$ cat src/rtl/bzs_pkg.sv
// Shared constants, command and status types for the cubic Bezier segment stepper.
`default_nettype none
package bzs_pkg;

  localparam int FRAC_BITS_DEF = 10;
  localparam int WORD_W        = 32;
  localparam int WAIT_W        = 16;
  localparam int POS_W         = 22;
  localparam int CFG_IDX_W     = 3;
  localparam int CNT_W         = 4;
  localparam int REM_W         = 3;
  localparam int RECIP_SHIFT   = 34;

  localparam logic signed [WORD_W-1:0] DONE_LIMIT = 32'sd950;
  localparam logic [REM_W:0]           TICK_DIV   = 4'd5;
  localparam logic [WORD_W-1:0]        RECIP5     = 32'hCCCC_CCCD;

  localparam logic CMD_START   = 1'b0;
  localparam logic CMD_ADVANCE = 1'b1;

  localparam logic [CFG_IDX_W-1:0] REG_START_POINT    = 3'd0;
  localparam logic [CFG_IDX_W-1:0] REG_FIRST_CONTROL  = 3'd1;
  localparam logic [CFG_IDX_W-1:0] REG_SECOND_CONTROL = 3'd2;
  localparam logic [CFG_IDX_W-1:0] REG_END_POINT      = 3'd3;
  localparam logic [CFG_IDX_W-1:0] REG_STEP_SIZE      = 3'd4;
  localparam logic [CFG_IDX_W-1:0] REG_END_WAIT       = 3'd5;

  typedef enum logic [2:0] {
    COEF_NONE,
    COEF_DIFF,
    COEF_TRIPLE,
    COEF_SUBLIN,
    COEF_SUBQUAD
  } coef_op_t;

  typedef enum logic [3:0] {
    MUL_NONE,
    MUL_PARAM,
    MUL_T2,
    MUL_T3,
    MUL_LINX,
    MUL_LINY,
    MUL_QUADX,
    MUL_QUADY,
    MUL_CUBEX,
    MUL_CUBEY
  } mul_sel_t;

  typedef enum logic [1:0] {
    EMIT_NONE,
    EMIT_POS,
    EMIT_OFF
  } emit_t;

  typedef struct packed {
    logic     load;
    coef_op_t coef_op;
    logic     div_step;
    logic     pos_init;
    mul_sel_t mul_sel;
    logic     wait_dec;
    emit_t    emit;
  } bzs_cmd_t;

  typedef struct packed {
    logic is_start;
    logic running;
    logic in_range;
    logic wait_nz;
    logic result_free;
  } bzs_sts_t;

endpackage
`default_nettype wire

$ cat src/rtl/cubic_bezier_segment_stepper_unit.sv
// Cubic Bezier segment stepper: one item at a time through a shared 32x32 multiplier.
// A start item passes through the decide, triple, subtract-linear and subtract-quadratic states to emit;
// a curve tick takes a divide step and the multiply schedule before emit; other tick items
// go from decide straight to emit. No new item is taken until the result has left emit.
// Synchronous reset clears all registers, the segment state and the output valid.
`default_nettype none
module cubic_bezier_segment_stepper_unit #(
  parameter int FRACTION_BITS = bzs_pkg::FRAC_BITS_DEF
) (
  input  wire logic                            clk,
  input  wire logic                            rst,
  input  wire logic                            item_valid,
  output logic                                 item_stall,
  input  wire logic                            cmd,
  input  wire logic [bzs_pkg::WORD_W-1:0]      tick,
  output logic                                 result_valid,
  input  wire logic                            result_stall,
  output logic                                 active,
  output logic signed [bzs_pkg::POS_W-1:0]     pos_x,
  output logic signed [bzs_pkg::POS_W-1:0]     pos_y,
  input  wire logic                            cfg_valid,
  output logic                                 cfg_ready,
  input  wire logic [bzs_pkg::CFG_IDX_W-1:0]   cfg_index,
  input  wire logic [bzs_pkg::WORD_W-1:0]      cfg_data
);
  import bzs_pkg::*;

  bzs_cmd_t ctl;
  bzs_sts_t sts;

  bzs_ctrl u_ctrl (
    .clk        (clk),
    .rst        (rst),
    .item_valid (item_valid),
    .item_stall (item_stall),
    .sts        (sts),
    .ctl        (ctl)
  );

  bzs_dp #(
    .FRACTION_BITS (FRACTION_BITS)
  ) u_dp (
    .clk          (clk),
    .rst          (rst),
    .cmd          (cmd),
    .tick         (tick),
    .result_stall (result_stall),
    .result_valid (result_valid),
    .active       (active),
    .pos_x        (pos_x),
    .pos_y        (pos_y),
    .cfg_valid    (cfg_valid),
    .cfg_ready    (cfg_ready),
    .cfg_index    (cfg_index),
    .cfg_data     (cfg_data),
    .ctl          (ctl),
    .sts          (sts)
  );

endmodule
`default_nettype wire

$ cat src/rtl/bzs_ctrl.sv
// Sequencing state machine for the cubic Bezier segment stepper.
`default_nettype none
module bzs_ctrl (
  input  wire logic              clk,
  input  wire logic              rst,
  input  wire logic              item_valid,
  output logic                   item_stall,
  input  wire bzs_pkg::bzs_sts_t sts,
  output bzs_pkg::bzs_cmd_t      ctl
);
  import bzs_pkg::*;

  typedef enum logic [2:0] {
    ST_IDLE,
    ST_DECIDE,
    ST_TRIPLE,
    ST_SUBLIN,
    ST_SUBQUAD,
    ST_DIVIDE,
    ST_MULT,
    ST_EMIT
  } state_t;

  localparam logic [CNT_W-1:0] MULT_LAST = 4'd10;

  state_t            state, state_next;
  logic [CNT_W-1:0]  cnt, cnt_next;
  emit_t             emit_kind, emit_kind_next;

  // Multiplier schedule; each product is written back in the cycle after its issue.
  function automatic mul_sel_t mult_sched(input logic [CNT_W-1:0] step);
    mul_sel_t sel;
    begin
      unique case (step)
        4'd0:    sel = MUL_PARAM;
        4'd2:    sel = MUL_T2;
        4'd3:    sel = MUL_LINX;
        4'd4:    sel = MUL_T3;
        4'd5:    sel = MUL_LINY;
        4'd6:    sel = MUL_QUADX;
        4'd7:    sel = MUL_QUADY;
        4'd8:    sel = MUL_CUBEX;
        4'd9:    sel = MUL_CUBEY;
        default: sel = MUL_NONE;
      endcase
      return sel;
    end
  endfunction

  assign item_stall = (state != ST_IDLE);

  always_comb begin
    ctl            = '0;
    state_next     = state;
    cnt_next       = cnt;
    emit_kind_next = emit_kind;
    unique case (state)
      ST_IDLE: begin
        ctl.load = item_valid;
        if (item_valid) begin
          state_next = ST_DECIDE;
        end
      end
      ST_DECIDE: begin
        if (sts.is_start) begin
          ctl.coef_op = COEF_DIFF;
          state_next  = ST_TRIPLE;
        end else if (!sts.running) begin
          emit_kind_next = EMIT_OFF;
          state_next     = ST_EMIT;
        end else if (sts.in_range) begin
          cnt_next   = '0;
          state_next = ST_DIVIDE;
        end else if (sts.wait_nz) begin
          ctl.wait_dec   = 1'b1;
          emit_kind_next = EMIT_POS;
          state_next     = ST_EMIT;
        end else begin
          emit_kind_next = EMIT_OFF;
          state_next     = ST_EMIT;
        end
      end
      ST_TRIPLE: begin
        ctl.coef_op = COEF_TRIPLE;
        state_next  = ST_SUBLIN;
      end
      ST_SUBLIN: begin
        ctl.coef_op = COEF_SUBLIN;
        state_next  = ST_SUBQUAD;
      end
      ST_SUBQUAD: begin
        ctl.coef_op    = COEF_SUBQUAD;
        emit_kind_next = EMIT_POS;
        state_next     = ST_EMIT;
      end
      ST_DIVIDE: begin
        ctl.div_step = 1'b1;
        cnt_next     = '0;
        state_next   = ST_MULT;
      end
      ST_MULT: begin
        ctl.mul_sel  = mult_sched(cnt);
        ctl.pos_init = (cnt == '0);
        if (cnt == MULT_LAST) begin
          emit_kind_next = EMIT_POS;
          state_next     = ST_EMIT;
        end else begin
          cnt_next = cnt + CNT_W'(1);
        end
      end
      ST_EMIT: begin
        if (sts.result_free) begin
          ctl.emit   = emit_kind;
          state_next = ST_IDLE;
        end
      end
      default: state_next = ST_IDLE;
    endcase
  end

  always_ff @(posedge clk) begin
    if (rst) begin
      state     <= ST_IDLE;
      cnt       <= '0;
      emit_kind <= EMIT_NONE;
    end else begin
      state     <= state_next;
      cnt       <= cnt_next;
      emit_kind <= emit_kind_next;
    end
  end

  a_emit_returns_idle: assert property (@(posedge clk) disable iff (rst)
    (ctl.emit != EMIT_NONE) |=> (state == ST_IDLE))
    else $error("Controller did not return to idle after a result transfer.");

  a_mult_count_bound: assert property (@(posedge clk) disable iff (rst)
    (state == ST_MULT) |-> (cnt <= MULT_LAST))
    else $error("Multiply schedule count ran past its last step.");

  a_load_decides: assert property (@(posedge clk) disable iff (rst)
    ctl.load |=> (state == ST_DECIDE))
    else $error("Accepted item was not followed by a decision cycle.");

endmodule
`default_nettype wire

$ cat src/rtl/bzs_dp.sv
// Datapath: configuration, segment state, divide by five, shared multiplier and result register.
`default_nettype none
module bzs_dp #(
  parameter int FRACTION_BITS = bzs_pkg::FRAC_BITS_DEF
) (
  input  wire logic                            clk,
  input  wire logic                            rst,
  input  wire logic                            cmd,
  input  wire logic [bzs_pkg::WORD_W-1:0]      tick,
  input  wire logic                            result_stall,
  output logic                                 result_valid,
  output logic                                 active,
  output logic signed [bzs_pkg::POS_W-1:0]     pos_x,
  output logic signed [bzs_pkg::POS_W-1:0]     pos_y,
  input  wire logic                            cfg_valid,
  output logic                                 cfg_ready,
  input  wire logic [bzs_pkg::CFG_IDX_W-1:0]   cfg_index,
  input  wire logic [bzs_pkg::WORD_W-1:0]      cfg_data,
  input  wire bzs_pkg::bzs_cmd_t               ctl,
  output bzs_pkg::bzs_sts_t                    sts
);
  import bzs_pkg::*;

  logic [WORD_W-1:0] start_point, first_control, second_control, end_point, step_size;
  logic [WAIT_W-1:0] end_wait;

  logic              item_cmd;
  logic [WORD_W-1:0] item_tick;
  logic              running;
  logic [WORD_W-1:0] begin_tick, curve_param, t2, t3;
  logic [WORD_W-1:0] lin_x, lin_y, quad_x, quad_y, cube_x, cube_y;
  logic [WORD_W-1:0] cur_pos_x, cur_pos_y;
  logic [WAIT_W-1:0] wait_left;

  logic [WORD_W-1:0]   div_reg, div_q_next;
  logic [2*WORD_W-1:0] div_prod;

  logic [WORD_W-1:0] mul_a, mul_b, prod, prod_fx;
  mul_sel_t          mul_dst;
  logic [WORD_W-1:0] pos_x_fx, pos_y_fx;

  function automatic logic [WORD_W-1:0] asr_fx(input logic [WORD_W-1:0] v);
    logic signed [WORD_W-1:0] s;
    begin
      s = $signed(v);
      return WORD_W'(s >>> FRACTION_BITS);
    end
  endfunction

  function automatic logic [WORD_W-1:0] half_fx(input logic [15:0] h);
    logic [WORD_W-1:0] w;
    begin
      w = WORD_W'($signed(h));
      return w << FRACTION_BITS;
    end
  endfunction

  // Multiplying by three in fixed point is a shift-add, scaled and shifted back.
  function automatic logic [WORD_W-1:0] triple_fx(input logic [WORD_W-1:0] v);
    logic [WORD_W-1:0] s;
    begin
      s = v + {v[WORD_W-2:0], 1'b0};
      return asr_fx(s << FRACTION_BITS);
    end
  endfunction

  assign cfg_ready = 1'b1;

  assign sts.is_start    = (item_cmd == CMD_START);
  assign sts.running     = running;
  assign sts.in_range    = ($signed(curve_param) <= DONE_LIMIT);
  assign sts.wait_nz     = (wait_left != '0);
  assign sts.result_free = !result_valid || !result_stall;

  assign prod_fx  = asr_fx(prod);
  assign pos_x_fx = asr_fx(cur_pos_x);
  assign pos_y_fx = asr_fx(cur_pos_y);

  // Division by five through a reciprocal multiply, exact for every 32-bit value.
  assign div_prod   = {{WORD_W{1'b0}}, div_reg} * {{WORD_W{1'b0}}, RECIP5};
  assign div_q_next = WORD_W'(div_prod >> RECIP_SHIFT);

  always_comb begin
    mul_a = '0;
    mul_b = '0;
    case (ctl.mul_sel)
      MUL_PARAM: begin
        mul_a = step_size;
        mul_b = div_reg << FRACTION_BITS;
      end
      MUL_T2:    begin mul_a = curve_param; mul_b = curve_param; end
      MUL_T3:    begin mul_a = t2;          mul_b = curve_param; end
      MUL_LINX:  begin mul_a = lin_x;       mul_b = curve_param; end
      MUL_LINY:  begin mul_a = lin_y;       mul_b = curve_param; end
      MUL_QUADX: begin mul_a = quad_x;      mul_b = t2;          end
      MUL_QUADY: begin mul_a = quad_y;      mul_b = t2;          end
      MUL_CUBEX: begin mul_a = cube_x;      mul_b = t3;          end
      MUL_CUBEY: begin mul_a = cube_y;      mul_b = t3;          end
      default: begin
        mul_a = '0;
        mul_b = '0;
      end
    endcase
  end

  always_ff @(posedge clk) begin
    if (rst) begin
      start_point    <= '0;
      first_control  <= '0;
      second_control <= '0;
      end_point      <= '0;
      step_size      <= '0;
      end_wait       <= '0;
      running        <= 1'b0;
      result_valid   <= 1'b0;
      mul_dst        <= MUL_NONE;
    end else begin
      if (cfg_valid && cfg_ready) begin
        unique case (cfg_index)
          REG_START_POINT:    start_point    <= cfg_data;
          REG_FIRST_CONTROL:  first_control  <= cfg_data;
          REG_SECOND_CONTROL: second_control <= cfg_data;
          REG_END_POINT:      end_point      <= cfg_data;
          REG_STEP_SIZE:      step_size      <= cfg_data;
          REG_END_WAIT:       end_wait       <= cfg_data[WAIT_W-1:0];
          default: ;
        endcase
      end
      mul_dst <= ctl.mul_sel;
      if (ctl.coef_op == COEF_DIFF) begin
        running <= 1'b1;
      end
      if (ctl.emit != EMIT_NONE) begin
        result_valid <= 1'b1;
      end else if (!result_stall) begin
        result_valid <= 1'b0;
      end
    end
  end

  always_ff @(posedge clk) begin
    if (rst) begin
      prod        <= '0;
      item_cmd    <= CMD_START;
      item_tick   <= '0;
      div_reg     <= '0;
      begin_tick  <= '0;
      curve_param <= '0;
      t2          <= '0;
      t3          <= '0;
      lin_x       <= '0;
      lin_y       <= '0;
      quad_x      <= '0;
      quad_y      <= '0;
      cube_x      <= '0;
      cube_y      <= '0;
      cur_pos_x   <= '0;
      cur_pos_y   <= '0;
      wait_left   <= '0;
      active      <= 1'b0;
      pos_x       <= '0;
      pos_y       <= '0;
    end else begin
      prod <= mul_a * mul_b;

      if (ctl.load) begin
        item_cmd  <= cmd;
        item_tick <= tick;
        div_reg   <= tick - begin_tick;
      end else if (ctl.div_step) begin
        div_reg <= div_q_next;
      end

      unique case (ctl.coef_op)
        COEF_DIFF: begin
          lin_x       <= half_fx(first_control[15:0]) - half_fx(start_point[15:0]);
          lin_y       <= half_fx(first_control[31:16]) - half_fx(start_point[31:16]);
          quad_x      <= half_fx(second_control[15:0]) - half_fx(first_control[15:0]);
          quad_y      <= half_fx(second_control[31:16]) - half_fx(first_control[31:16]);
          cube_x      <= half_fx(end_point[15:0]) - half_fx(start_point[15:0]);
          cube_y      <= half_fx(end_point[31:16]) - half_fx(start_point[31:16]);
          cur_pos_x   <= half_fx(start_point[15:0]);
          cur_pos_y   <= half_fx(start_point[31:16]);
          begin_tick  <= item_tick;
          curve_param <= '0;
          wait_left   <= end_wait;
        end
        COEF_TRIPLE: begin
          lin_x  <= triple_fx(lin_x);
          lin_y  <= triple_fx(lin_y);
          quad_x <= triple_fx(quad_x);
          quad_y <= triple_fx(quad_y);
        end
        COEF_SUBLIN: begin
          quad_x <= quad_x - lin_x;
          quad_y <= quad_y - lin_y;
          cube_x <= cube_x - lin_x;
          cube_y <= cube_y - lin_y;
        end
        COEF_SUBQUAD: begin
          cube_x <= cube_x - quad_x;
          cube_y <= cube_y - quad_y;
        end
        COEF_NONE: ;
        default: ;
      endcase

      if (ctl.pos_init) begin
        cur_pos_x <= half_fx(start_point[15:0]);
        cur_pos_y <= half_fx(start_point[31:16]);
      end

      case (mul_dst) inside
        MUL_PARAM:                      curve_param <= prod_fx;
        MUL_T2:                         t2          <= prod_fx;
        MUL_T3:                         t3          <= prod_fx;
        MUL_LINX, MUL_QUADX, MUL_CUBEX: cur_pos_x   <= cur_pos_x + prod_fx;
        MUL_LINY, MUL_QUADY, MUL_CUBEY: cur_pos_y   <= cur_pos_y + prod_fx;
        default: ;
      endcase

      if (ctl.wait_dec) begin
        wait_left <= wait_left - WAIT_W'(1);
      end

      if (ctl.emit == EMIT_POS) begin
        active <= 1'b1;
        pos_x  <= pos_x_fx[POS_W-1:0];
        pos_y  <= pos_y_fx[POS_W-1:0];
      end else if (ctl.emit == EMIT_OFF) begin
        active <= 1'b0;
        pos_x  <= '0;
        pos_y  <= '0;
      end
    end
  end

  a_no_overwrite: assert property (@(posedge clk) disable iff (rst)
    (result_valid && result_stall) |-> (ctl.emit == EMIT_NONE))
    else $error("Result register loaded while a stalled result was waiting.");

  a_wait_nonzero: assert property (@(posedge clk) disable iff (rst)
    ctl.wait_dec |-> (wait_left != '0))
    else $error("End wait decremented below zero.");

  a_div_exact: assert property (@(posedge clk) disable iff (rst)
    ctl.div_step |->
      ((div_reg - WORD_W'(div_q_next * WORD_W'(TICK_DIV))) < WORD_W'(TICK_DIV)))
    else $error("Division by five gave a wrong quotient.");

endmodule
`default_nettype wire

$ cat config.mk
export PLATFORM = sky130hd
export DESIGN_NAME = cubic_bezier_segment_stepper_unit
export DESIGN_NICKNAME = d
export VERILOG_FILES = /design/src/rtl/bzs_pkg.sv /design/src/rtl/cubic_bezier_segment_stepper_unit.sv /design/src/rtl/bzs_ctrl.sv /design/src/rtl/bzs_dp.sv
export SDC_FILE = /design/constraint.sdc
export NUM_CORES = 2
export LEC_CHECK = 0
export ABC_AREA = 1
export BUFFER_PORTS_ARGS = -buffer_cell sky130_fd_sc_hd__buf_2
export CAP_MARGIN = 10
export CORE_ASPECT_RATIO = 0.8
export CORE_MARGIN = 8
export CORE_UTILIZATION = 45
export DETAILED_ROUTE_END_ITERATION = 10
export MAX_ROUTING_LAYER = met4
export PLACE_DENSITY_LB_ADDON = 0.3
export SYNTH_ARGS = -nofsm -noshare
export SYNTH_HDL_FRONTEND = slang
export SYNTH_SLANG_ARGS = --single-unit
$ cat constraint.sdc
create_clock -name clk -period 10.2 [get_ports clk]
set_input_delay 0.51 -clock clk [delete_from_list [all_inputs] [get_ports clk]]
set_output_delay 0.51 -clock clk [all_outputs]
set_load 0.02 [all_outputs]
After elaboration in Yosys (flattened, before gate mapping)
Memories as Yosys holds them, arrays and structs flattened. A register that Yosys moved wholly into a read port is not among the register bits.
Cells that the tools add are included.
{"block": "word_totals", "mem_count": 1, "mem_bits_rw": 0, "mem_bits_ro": 64, "latch_bits": 0, "output_inout_bits": 48, "reg_bits": 713}
{"name": "(no name shown)", "depth": 16, "width": 4, "read_ports": 1, "rd_clocked_by_memory_dff": 1, "wr": 0, "line": "bzs_ctrl.sv:34", "source": "unique case (step)"}
{"block": "classes", "n_bitwise": 2, "eq_ne": 46, "addsub": 21, "div_mod_pow": 0, "multipliers": 2, "reduce_logical": 34, "n_mux": 66, "n_shift": 0, "magnitude_cmp": 1}
{"cell": "2-to-1 mux 32 bit", "n": 17}
{"cell": "case mux 32 bit (3 select lines)", "n": 4}
{"cell": "case mux 32 bit (9 select lines)", "n": 1}
{"cell": "subtractor 32 bit", "n": 7}
{"cell": "subtractor 26 x 26 -> 27 bit", "n": 6}
{"cell": "case mux 32 bit (2 select lines)", "n": 2}
{"cell": "case mux 32 bit (4 select lines)", "n": 1}
{"cell": "adder 22 bit", "n": 4}
{"cell": "2-to-1 mux 22 bit", "n": 3}
{"cell": "adder 32 bit", "n": 2}
{"cell": "multiplier 32 x 32 -> 64 bit, second input constant", "n": 1}
{"cell": "equality test 4 x 3 -> 1 bit, second input constant", "n": 8}
{"cell": "<= comparator 32 x 11 -> 1 bit, second input constant", "n": 1}
{"cell": "multiplier 32 x 32 -> 32 bit", "n": 1}
{"cell": "2-to-1 mux 16 bit", "n": 2}
{"cell": "2-to-1 mux 4 bit", "n": 6}
{"cell": "case mux 3 bit (8 select lines)", "n": 1}
{"cell": "equality test 3 bit, second input constant", "n": 7}
{"cell": "equality test 4 bit, second input constant", "n": 5}
{"cell": "equality test 3 x 2 -> 1 bit, second input constant", "n": 6}
{"cell": "equality test 4 x 2 -> 1 bit, second input constant", "n": 4}
{"cell": "2-to-1 mux 2 bit", "n": 8}
{"cell": "nonzero test 16 bit", "n": 1}
{"cell": "subtractor 16 x 1 -> 16 bit, second input constant", "n": 1}
{"cell": "28 further kinds", "n": 73}

Depth between registers and ports, before layout
{"block": "logic_depth", "ltp_word": 10, "ltp_mapped": 42, "ltp_nobuf": 40}

Modules after synthesis
A second synthesis with hierarchy kept.
{"block": "unflattened", "cells_unflattened": 11148, "hier_area_um2": 80757.5}
{"mod": "bzs_dp", "area_each_um2": 79842.8, "instances": 1, "cells_per_inst": 11011, "seq_area_each_um2": 13452.9}
{"mod": "bzs_ctrl", "area_each_um2": 914.6, "instances": 1, "cells_per_inst": 137, "seq_area_each_um2": 260.2}

Least setup slack after synthesis
Ideal clock, no wire load.
{"block": "synth_timing", "kind": "register to register", "start": "reg u_ctrl.state[1]", "end": "reg u_dp.prod[30]", "path_stages_with_launch": 35, "required_time_ns": 10.085, "slack_ns": 2.688, "period_less_slack_ns": 7.512, "n_path_buf": 3, "setup_ns": 0.115, "arrival_time_ns": 7.397, "path_cell_list": "dfxtp_1 > buf_6 > nand4_2 > nor2_2 > nand2_1 > inv_2 > buf_6 > nand2_1 > o21ai_0 > o21bai_2 > clkinv_1 > clkbuf_1 > nor2_1 > fa_1 > fa_1 > inv_1 > fa_1 > fa_1 > inv_1 > fa_1 > fa_1 > inv_1 > fa_1 > fa_1 > inv_1 > ha_1 > nand2_1 > nor2_1 > inv_1 > nor3_1 > nand3b_1 > o21ai_0 > nand3_1 > a21oi_1 > nor2_1"}
{"block": "synth_between", "elab_chain_len": 6}
{"element": "start: declaration", "line": "bzs_ctrl.sv:26", "source": "state_t state, state_next;"}
{"element": "start signal: assignment", "line": "bzs_ctrl.sv:127", "source": "state <= state_next;"}
{"element": "equality test 3 bit *", "line": "bzs_ctrl.sv:57", "source": "unique case (state)"}
{"element": "2-to-1 mux 5 bit *", "line": "bzs_ctrl.sv:57"}
{"element": "equality test 4 x 2 -> 1 bit (tied with other cells)", "line": "bzs_dp.sv:86", "source": "case (ctl.mul_sel)"}
{"element": "OR reduction 4 bit (no source line) / OR reduction 2 bit (equally long branches)"}
{"element": "case mux 32 bit (4 select lines)", "line": "bzs_dp.sv:86"}
{"element": "multiplier 32 x 32 -> 32 bit *", "line": "bzs_dp.sv:164", "source": "prod <= mul_a * mul_b;"}
{"element": "end signal: assignment", "line": "bzs_dp.sv:164"}
{"element": "end: declaration", "line": "bzs_dp.sv:38", "source": "logic [WORD_W-1:0] mul_a, mul_b, prod, prod_fx;"}
Mark *: on every way between the ends. The rest lies on a longest branch, timed or not.
A chain may end at the register's enable or synchronous reset.

Worst setup path in the final report
Same ends and word-level chain as after synthesis.

==> flow_metrics.env <==
export IMPL_initial_core_util=0.453
export IMPL_std_cell_rows=138
export IMPL_cts_buffers_inserted=84
export IMPL_grt_pass1_vias=73600
export IMPL_slew_violations=0
export IMPL_htree_levels=3
export IMPL_dr_pass1_iters=6
export IMPL_place_congestion=1.05
export IMPL_grt_pass1_wl_um=466000
export IMPL_syn_inst=11000
export IMPL_antenna_left=0
export IMPL_fillCellCount=17800
export IMPL_synthFlopType="dfxtp_1"
export IMPL_drt_iter0_drc=8050
export IMPL_nets=12700
export IMPL_dieArea_sq_um=192000
export IMPL_tns_ns=0
export IMPL_maxSlewHeadroom=0.180
export IMPL_cp_end_kind="register"
export IMPL_gr_usage_all_layers=0.324
export IMPL_grt_max_degree=228
export IMPL_period_needed_ns=9.35
export IMPL_netlist_area_sq_um=80300
export IMPL_port_buffers=119
export IMPL_cts_root_buffer="clkbuf_16"
export IMPL_grt_overflow_total=0
export IMPL_area_growth_pct=7.59
export IMPL_synth_area_per_cell_sq_um=7.29
export IMPL_cpPeakStageDelay_ns=0.73
export IMPL_coreArea_sq_um=177000
export IMPL_hold_path_class="input pin to register"
export IMPL_post_cts_setup_buffers=0
export IMPL_antenna_found_initial=9
export IMPL_hpwl_um=252000
export IMPL_yosys_warnings=0
export IMPL_wl_um=311000
export IMPL_via_count=76200
export IMPL_worst_pin_slew_ns=1.23
export IMPL_post_route_period_util=0.917
export IMPL_skew_ns=0.0410
export IMPL_grt_setup_unrepaired="false"
export IMPL_start_kind="register"
export IMPL_crit_type="register to register"
export IMPL_fmax_mhz=107
export IMPL_hold_buffers=0
export IMPL_critPathMaxFanout=16
export IMPL_outcome="finished clean"
export IMPL_cts_tree="done"
export IMPL_finalHoldViolCount=0
export IMPL_dieHeight_um=394
export IMPL_clk_pin_slew_ns=0.06
export IMPL_synth_edf_count=0
export IMPL_pin_count=121
export IMPL_die_w_um=488
export IMPL_crit_top_cell="fa_1"
export IMPL_cpMaxStageDelayCell="dfxtp_1"
export IMPL_drcViolationCount=0
export IMPL_via_per_inst=5.67
export IMPL_crit_arrival_ns=9.95
export IMPL_maxCapViolCount=0
export IMPL_critPathTopFamily="adder cells"
export IMPL_synth_yosys_seq_area_share=0.171
export IMPL_cts_repair_resized=0
export IMPL_cts_sinks=685
export IMPL_layout_drive_gt1_share=0.0480
export IMPL_worstPathRequired_ns=10.80
export IMPL_ys_types=68
export IMPL_cts_buffer_depth=3
export IMPL_setup_viol=0
export IMPL_clk_latency_ns=0.69
export IMPL_ys_ff_latch=685
export IMPL_postSynth_asyncResetShare=0
export IMPL_wl_per_cell_um=23.1
export IMPL_path_buf_inv=5
## area by class of cell
cell class | count | area, sq um | area share
Antenna cell | 6 | 15.0 | 0.000174
Timing Repair Buffer | 219 | 1390 | 0.0161
Multi-Input combinational cell | 7922 | 57400 | 0.665
Clock buffer | 111 | 2400 | 0.0277
Clock inverter | 44 | 667 | 0.00772
Tap cell | 2380 | 2980 | 0.0345
Inverter | 2073 | 7800 | 0.0903
Sequential cell | 685 | 13700 | 0.159
## cells in the mapped netlist (6+ instances only)
cell type  count  share of area
a2111oi_0      6        0.00065
a211oi_1      19         0.0018
a21boi_0      24         0.0022
a21o_1        30         0.0028
a21oi_1     1146          0.071
a221oi_1       9        0.00098
a31oi_1      124         0.0097
buf_1         20        0.00093
buf_2         16         0.0010
buf_4         16         0.0015
buf_6         13         0.0018
clkbuf_1     279          0.013
clkinv_1      20        0.00093
dfxtp_1      685           0.17
fa_1         837           0.21
ha_1         852           0.13
inv_1       2023          0.095
inv_2         27         0.0013
nand2_1     1731          0.081
nand2_2       20         0.0016
nand3_1      549          0.034
nand3_2       10         0.0012
nand3b_1      23         0.0022
nand4_1       63         0.0049
nor2_1      1005          0.047
nor2_2         6        0.00047
nor3_1        63         0.0039
nor4_1        24         0.0019
o2111ai_1     14         0.0015
o211ai_1      82         0.0077
o21a_1        28         0.0026
o21ai_0      902          0.056
o21ai_1        8        0.00050
o21bai_1      27         0.0025
o221ai_1      31         0.0034
o22ai_1        9        0.00070
o31ai_1       11         0.0010
or2_2         48         0.0037
xnor2_1       61         0.0067
xor2_1       100          0.011
## path summary, 6_finish.rpt
| check | slack (ns) | from | to | cells after the start |
|---|---|---|---|---|
| setup / recovery | 0.85 | u_ctrl.state[1] | u_dp.prod[30] | 30 |
| setup reg to reg | 0.85 | u_ctrl.state[1] | u_dp.prod[30] | 30 |
| hold / removal | 0.08 | tick[23] | u_dp.item_tick[23] | 3 |
| hold reg to reg | 0.46 | u_dp.end_wait[14] | u_dp.end_wait[14] | 2 |
## cell families (layout without fill, tap and decap cells)
kind of cell / after synthesis / count (layout) / synth area share
AOI/OAI and AO/OA: 2498 / 2498 / 0.169
and+or+nand+nor: 3571 / 3571 / 0.186
DFF: 685 / 685 / 0.171
adders and majority gates: 1689 / 1689 / 0.341
xor gates and xnor gates: 161 / 161 / 0.0176
buffers and inverters: 2417 / 2447 / 0.115
other: 1 / 9 / 0.0000467
## per-layer routing
layer	GRT usage	share of wire	vias up
met3	0.0619	0.094	561
met1	0.449	0.45	36700
li1	-	-	35500
met5	-	0	-
met2	0.474	0.42	3389
met4	0.108	0.040	0
## layout by cell type (no fill, tap or decap), types with 48 or more instances in the layout
cell and count:
nand3_1 549, xnor2_1 61, o21ai_0 902, xor2_1 100
nand4_1 63, dfxtp_1 685, fa_1 837, clkbuf_16 86
inv_1 2023, buf_4 97, nor2_1 998, ha_1 850
or2_2 48, a21oi_1 1145, nor3_1 60, buf_2 118
o211ai_1 82, a31oi_1 124, nand2_1 1729
## worst register-to-register path, delay by kind of cell (launching register included)
family	cells	cell delay (ns)
DFF	1	0.73
AOI/OAI and AO/OA	1	0.34
buffers and inverters	5	0.98
and+or+nand+nor	15	2.82
adders and majority gates	9	4.42
## through the flow
stage	util	setup slack, ns	hold WS, ns	cell area [sq um]	std cells
after CTS	0.488	0.963	0.0352	86400	13400
final	0.488	0.848	0.0833	86400	13400
after floorplan	-	2.69	0.425	80300	11000
after global routing	0.488	0.388	0.0817	86400	13400
after detailed placement	0.470	0.991	0.448	83300	13300
after global placement	0.470	1.02	0.441	83300	13300
Power is left out: the tool's default activity adds up to more than one toggle a clock period on the data nets, which glitch-free logic cannot reach.
